<file path="config.mk">
export PLATFORM = sky130hd
export DESIGN_NAME = tmfb_queue
export DESIGN_NICKNAME = d
export VERILOG_FILES = /design/src/hw/rtl/two_mic_frequency_beamformer_defines.svh /design/src/hw/rtl/tmfb_pkg.sv /design/src/hw/rtl/tmfb_queue.sv
export SDC_FILE = /design/constraint.sdc
export NUM_CORES = 1
export LEC_CHECK = 0
export BUFFER_PORTS_ARGS = -buffer_cell sky130_fd_sc_hd__clkbuf_2
export CAP_MARGIN = 20
export CORE_MARGIN = 2
export CORE_UTILIZATION = 45
export DETAILED_ROUTE_END_ITERATION = 10
export PLACE_DENSITY = 0.66
export SETUP_SLACK_MARGIN = 0.05
export SYNTH_ARGS = -nofsm -noshare
export SYNTH_HDL_FRONTEND = slang
export SYNTH_SLANG_ARGS = --single-unit
export TNS_END_PERCENT = 50
</file>
<file path="constraint.sdc">
create_clock -name clock -period 6.45 [get_ports clock]
set_input_delay 0.9675 -clock clock [delete_from_list [all_inputs] [get_ports clock]]
set_output_delay 0.9675 -clock clock [all_outputs]
set_load 0.03 [all_outputs]
</file>
<file path="src/hw/rtl/two_mic_frequency_beamformer_defines.svh">
// Assertion macros for the two-mic beamformer.
// Depends on signals named clock and reset in the including module.
`ifndef TWO_MIC_FREQUENCY_BEAMFORMER_DEFINES_SVH
`define TWO_MIC_FREQUENCY_BEAMFORMER_DEFINES_SVH

// A condition that holds at every clock edge outside reset.
`define TMFB_ASSERT(label, expr, msg) \
   label: assert property (@(posedge clock) disable iff (reset) (expr)) else $error(msg);

// An implication checked in the same cycle.
`define TMFB_ASSERT_IMP(label, ante, cons, msg) \
   label: assert property (@(posedge clock) disable iff (reset) (ante) |-> (cons)) else $error(msg);

`endif

</file>
<file path="src/hw/rtl/tmfb_pkg.sv">
// Shared types and constants of the two-mic beamformer.
// No dependencies.
package tmfb_pkg;

   localparam int DEF_NUM_ANGLES = 8;
   localparam int DEF_NUM_BINS   = 256;
   localparam int RESULT_SLOTS   = 8;
   localparam int QUEUE_DEPTH    = 4;
   localparam int REQ_DATA_W     = 208;
   localparam int RSP_DATA_W     = 80;

   typedef enum logic {
      OP_WRITE   = 1'b0,
      OP_PROCESS = 1'b1
   } op_type;

   typedef enum logic {
      CSR_Q_VALUE  = 1'b0,
      CSR_WEIGHT_Q = 1'b1
   } csr_type;

   typedef struct packed {
      op_type      op;
      logic [7:0]  bin;
      logic [2:0]  angle;
      logic        mic;
      logic [31:0] w_re;
      logic [31:0] w_im;
      logic [31:0] l_re;
      logic [31:0] l_im;
      logic [31:0] r_re;
      logic [31:0] r_im;
   } item_type;

   typedef struct packed {
      logic full;
      logic empty;
   } qstat_type;

endpackage

</file>
<file path="src/hw/rtl/tmfb_queue.sv">
// Short queue between the front end and the back end.
// Depends on tmfb_pkg.
module tmfb_queue
   import tmfb_pkg::*;
(
   input  logic      clock,
   input  logic      reset,
   input  logic      push,
   input  item_type  push_item,
   input  logic      pop,
   output logic      head_valid,
   output item_type  head,
   output qstat_type qstat
);

   localparam int PW = $clog2(QUEUE_DEPTH);

   item_type        q_ff [QUEUE_DEPTH];
   logic [PW-1:0]   wr_ptr_ff, wr_ptr_in;
   logic [PW-1:0]   rd_ptr_ff, rd_ptr_in;
   logic [PW:0]     count_ff, count_in;
   logic            do_pop;

   always_comb begin
      do_pop    = pop && (count_ff != '0);
      wr_ptr_in = push ? wr_ptr_ff + 1'b1 : wr_ptr_ff;
      rd_ptr_in = do_pop ? rd_ptr_ff + 1'b1 : rd_ptr_ff;
      count_in  = count_ff + (PW+1)'(push) - (PW+1)'(do_pop);
   end

   always_ff @(posedge clock) begin
      if (reset) begin
         wr_ptr_ff <= '0;
         rd_ptr_ff <= '0;
         count_ff  <= '0;
      end else begin
         wr_ptr_ff <= wr_ptr_in;
         rd_ptr_ff <= rd_ptr_in;
         count_ff  <= count_in;
      end
   end

   always_ff @(posedge clock) begin
      if (push) begin
         q_ff[wr_ptr_ff] <= push_item;
      end
   end

   assign head       = q_ff[rd_ptr_ff];
   assign head_valid = count_ff != '0;
   assign qstat.empty = count_ff == '0;
   assign qstat.full  = count_ff == (PW+1)'(QUEUE_DEPTH);

endmodule

</file>
==> reports/results.txt, run 1 <==
Synth Register Bits = 829
post-route setup TNS = 0 ns
worst reg2reg startpoint = wr_ptr_ff[0]$_SDFFE_PP0P_
FILL cells = 4982
Vias/cell = 5.32
DR DRC count = 0
Core Region = 0.0661 mm²
Hold Crit Depth = 1
max-slew violation count = 0
CP Class = flip-flop to output port
RePlAce Congestion = 0.739
Tmin final = 3.82 ns
Crit Path Max Fanout = 51
post-synth cell types = 22
peak supply drop = 0.000271 V
hold worst-path end = q_ff[3][18]$_DFFE_PP_
Slew Limit Headroom = 0.100
area of the multi-input gates = 0.00499 mm²
final hold violation count = 0
via count = 13400
PostCTS Resize Cnt = 0
number of global-route vias before repair = 14300
synthesized area = 0.0302 mm²
CTS tree = done
hold path start = push_item[18]
Setup Viol. Count Final = 0
Buffers on Ports = 416
CTS Hold Bufs = 0
total CTS buffers = 84
reg-to-reg endpoint = q_ff[3][49]$_DFFE_PP_
wire length per cell = 23.5 µm
Die ar. = 0.0691 mm²
worst-margin pin slew = 1.35 ns
R2R depth = 3
critical path capture point type = output port
status = complete, no violations
detailed placer's ending HPWL = 34.7 mm
max cap viols = 0
critical path data arrival time = 2.85 ns
Initial Util = 0.456
Cell Pwr Density = 386 mW/mm²
clock buffer depth = 3
fin nets = 1804
CTS Sinks = 829
wire length of the first global-routing pass = 89.2 mm
Avg Synthesized Cell Area = 27.0 µm²
LEAKAGE = 0.0121 µW
Die Height = 263 µm
Die W = 263 µm
row count = 94
CTS root buf = clkbuf_16
grt total ovfl = 0
share of cells above drive strength 1 = 0.447
post-layout util = 0.543
Top Ports = 417
Final Skew = 0.0164 ns
post-CTS setup buffers = 0
Reg clk slew, reported paths = 0.06 ns
yosys warns = 0
detailed-route wire length = 59.3 mm
initial antenna violation count = 8
worst hold path class = input pin to flip-flop
first-pass iteration count of the detailed router = 7
register area share after synthesis = 0.822
largest net degree at the start of global routing = 145
startpoint types = flip-flop
Worst-Skew Late Latency = 0.61 ns
RSZ-0062 raised after global routing = no
H-Tree Depth = 3
Area Growth Syn to Fin = 19.1%
Mapped Nets = 1334
Syn Inst Count = 1118
Post-DRT Antenna Nets = 0
Reg2Reg Setup Slack = 4.12 ns
worst path required time = 5.48 ns
Global Route Usage Sum = 0.172
fmax = 262 MHz
1st-iter DRT viols = 843
fin crit share = 0.592
register area = 0.0248 mm²
==> layout by cell type, fill, tap and decap left out, drive strengths merged, types with 4 or more instances in the layout <==
cell type,n
ha,6
inv,15
buf,15
and2,4
clkinv,44
clkbuf,512
edfxtp,820
dfxtp,9
nor2b,4
bufinv,6
nor2,5
mux4,205
==> stage by stage <==
stage                     instance area (µm²)  power, µW  hold slack (ns)  worst slack (ns)  instances
final                                   35900      13800            0.554              2.63       2524
after detailed placement                33200       9380            0.552              2.93       2365
after global placement                  33200       9340            0.532              2.94       2365
after CTS                               35900      14000            0.500              2.22       2522
after global routing                    35900      14400            0.521              2.45       2523
after floorplan                         30200       8590            0.514             0.244       1118
==> power by group <==
part / internal (µW) / leakage (µW) / switching (µW)
sequential: 6210 / 0.00761 / 98.0
combinational: 1080 / 0.00318 / 1820
clock: 2660 / 0.00131 / 1990
total: 9940 / 0.0121 / 3910
==> layout make-up <==
class	count	area share
multi-input combinational	235	0.139
sequential	829	0.691
clock buffer	96	0.0598
tap	864	0.0301
antenna	1	0.0000697
clock inverter	61	0.0143
inverter	7	0.000732
timing repair buffer	431	0.0652
==> how the worst max path moves through the flow <==
stage               startpoint                   end  slack [ns]  cells after the start
floorplan                 push  q_ff[0][0]$_DFFE_PP_        0.24                      1
global route         flip-flop              head[79]        2.45                      3
global placement     flip-flop              head[79]        2.94                      3
detailed placement   flip-flop              head[66]        2.93                      3
CTS                  flip-flop              head[66]        2.22                      3
finish               flip-flop              head[79]        2.63                      3
==> per-layer routing <==
layer	GRT usage	vias up	wire length, µm
met1	0.220	7057	23100
met5	0	-	109
met2	0.282	417	29900
met3	0.0577	92	4980
li1	-	5850	-
met4	0.0503	16	1220
==> critical path, stage by stage (launching register included) <==
cell and delay [ns]:
dfxtp_4 0.88, buf_4 0.63, mux4_2 0.44, clkbuf_2 0.22
==> synthesized netlist by cell type, drive strengths merged <==
library cell    n  area share
and2            4     0.00083
nor2b           4     0.00083
ha              6      0.0025
o31a            1     0.00029
xnor2           1     0.00029
o311ai          1     0.00029
mux2i           1     0.00033
inv             7     0.00087
and3            1     0.00021
buf            40       0.011
clkbuf          7     0.00087
mux2            3      0.0011
dfxtp           9      0.0060
edfxtp        820        0.82
or3             1     0.00021
fa              1     0.00066
xor3            1     0.00079
nor2            5     0.00062
mux4          205        0.16
==> registers in the layout, summed over array words and instances, names as in the netlist, named ones only <==
| register | count |
|---|---|
| rd_ptr_ff | 2 |
| wr_ptr_ff | 2 |
| count_ff | 3 |
| q_ff | 820 |
==> logic make-up (layout without fill, tap and decap cells) <==
family,Yosys count,count (layout),synth area share
AOI/OAI and AO/OA,2,2,0.000581
buffers and inverters,54,595,0.0124
adders and majority gates,7,7,0.00315
muxes,209,209,0.158
other,0,1,0
xor gates and xnor gates,2,2,0.00108
DFF,829,829,0.822
and+or+nand+nor,15,15,0.00270
No activity file was read; power rests on OpenSTA's default activity.
==> inputs of run 2 (changes only) <==
Clock period 6.45 ns to 3.3 ns, I/O delays scaled along.
==> reports/results.txt, run 2 (synthesized netlist as in run 1, its figures left out) <==
Reg clk slew, reported paths = 0.06 ns
fin nets = 1839
slowest stage delay, CP = 0.57 ns
fin crit share = 0.900
fmax = 337 MHz
largest net degree at the start of global routing = 81
CTS tree = done
max-slew violation count = 0
post-CTS setup buffers = 0
LEAKAGE = 0.0123 µW
grt total ovfl = 0
Die W = 263 µm
number of global-route vias before repair = 14700
CTS root buf = clkbuf_16
first-pass iteration count of the detailed router = 5
peak supply drop = 0.000537 V
status = complete, no violations
critical path capture point type = output port
CTS Hold Bufs = 0
Worst-Skew Late Latency = 0.61 ns
commonest non-fill, non-tap cell in the layout = edfxtp_1
Core Region = 0.0661 mm²
wire length of the first global-routing pass = 91.8 mm
Global Route Usage Sum = 0.176
pre-CTS setup slack = 0.888 ns
Cell Pwr Density = 751 mW/mm²
Slew Limit Headroom = 0.559
antenna cells = 0
worst path required time = 2.80 ns
worst-margin pin slew = 0.661 ns
Vias/cell = 5.36
Crit Path Max Fanout = 30
Top Ports = 417
DR DRC count = 0
wire length per cell = 23.8 µm
Tmin final = 2.97 ns
H-Tree Depth = 3
largest reg by FF count = q_ff
CTS Sinks = 829
initial antenna violation count = 8
total CTS buffers = 84
post-layout util = 0.548
biggest registers after layout = q_ff: 820 flops, count_ff: 3 flops
Post-Place Cells = 2401
startpoint types = flip-flop
most frequent cells in the layout = edfxtp_1, clkbuf_2, mux4_2
Initial Util = 0.456
Post-DRT Antenna Nets = 0
Worst path slowest cell = mux4_1
detailed placer's ending HPWL = 38.2 mm
RePlAce Congestion = 0.741
CP Class = flip-flop to output port
row count = 94
FILL cells = 4995
Setup Viol. Count Final = 0
flip-flop count of the largest register after layout = 820
1st-iter DRT viols = 973
critical path data arrival time = 2.48 ns
CP Cell Sequence = buf_12, buf_4, mux4_1, clkbuf_2
PostCTS Resize Cnt = 0
clock buffer depth = 3
Buffers on Ports = 416
Final Skew = 0.0158 ns
Die Height = 263 µm
share of cells above drive strength 1 = 0.456
via count = 13700
Final WS setup = 0.329 ns
non-filler cells, final = 2549
detailed-route wire length = 60.6 mm
max cap viols = 0
final hold slack = 0.0917 ns
worst hold path class = input pin to flip-flop
RSZ-0062 raised after global routing = no
Die ar. = 0.0691 mm²
final hold violation count = 0
Area Growth Syn to Fin = 20.2%
[run 2: worst paths after layout]
check | start | to | slack, ns | depth (start not counted)
min | push_item[123] | q_ff[3][123]$_DFFE_PP_ | 0.09 | 1
max reg2reg | count_ff[2]$_SDFF_PP0_ | count_ff[2]$_SDFF_PP0_ | 1.15 | 7
max | flip-flop | head[118] | 0.33 | 4
min reg2reg | wr_ptr_ff[1]$_SDFFE_PP0P_ | wr_ptr_ff[1]$_SDFFE_PP0P_ | 0.57 | 2
[run 2: metrics by stage]
step | power, µW | setup TNS (ns) | instance area [µm²]
2_1_floorplan | 16700 | -71.53 | 30200
3_3_place_gp | 18400 | 0 | 33600
3_5_place_dp | 18500 | 0 | 33600
4_1_cts | 27600 | 0 | 36200
5_1_grt | 28300 | 0 | 36200
6_report | 27200 | 0 | 36200
[run 2: worst max-delay path, delay by kind of cell (launching register included)]
| family | cells | cell delay (ns) |
|---|---|---|
| buffers and inverters | 3 | 0.81 |
| flip-flops | 1 | 0.49 |
| multiplexers | 1 | 0.57 |
[run 2: final cells by class]
| cell class | count | area [µm²] | share of cell area |
|---|---|---|---|
| flip-flops and latches | 829 | 24800 | 0.685 |
| inverters | 7 | 26.3 | 0.000725 |
| repair buffers | 466 | 2680 | 0.0740 |
| clock buffers | 98 | 2200 | 0.0606 |
| well taps | 864 | 1080 | 0.0298 |
| multi-input cells | 235 | 4990 | 0.138 |
| clock inverters | 50 | 454 | 0.0125 |
[run 2: per-layer routing]
metal,wire [µm],global-route usage,share of wire
met1,24200,0.230,0.40
met3,5180,0.0581,0.085
met2,30100,0.287,0.50
met4,989,0.0460,0.016
met5,100,0,0.0017
[run 2: power breakdown]
part	leakage (µW)	internal (µW)	switching (µW)	total, µW
Sequential	0.00761	12100	175	12300
Combinational	0.00338	2210	3620	5830
Clock	0.00129	5310	3780	9090
Total	0.0123	19600	7580	27200
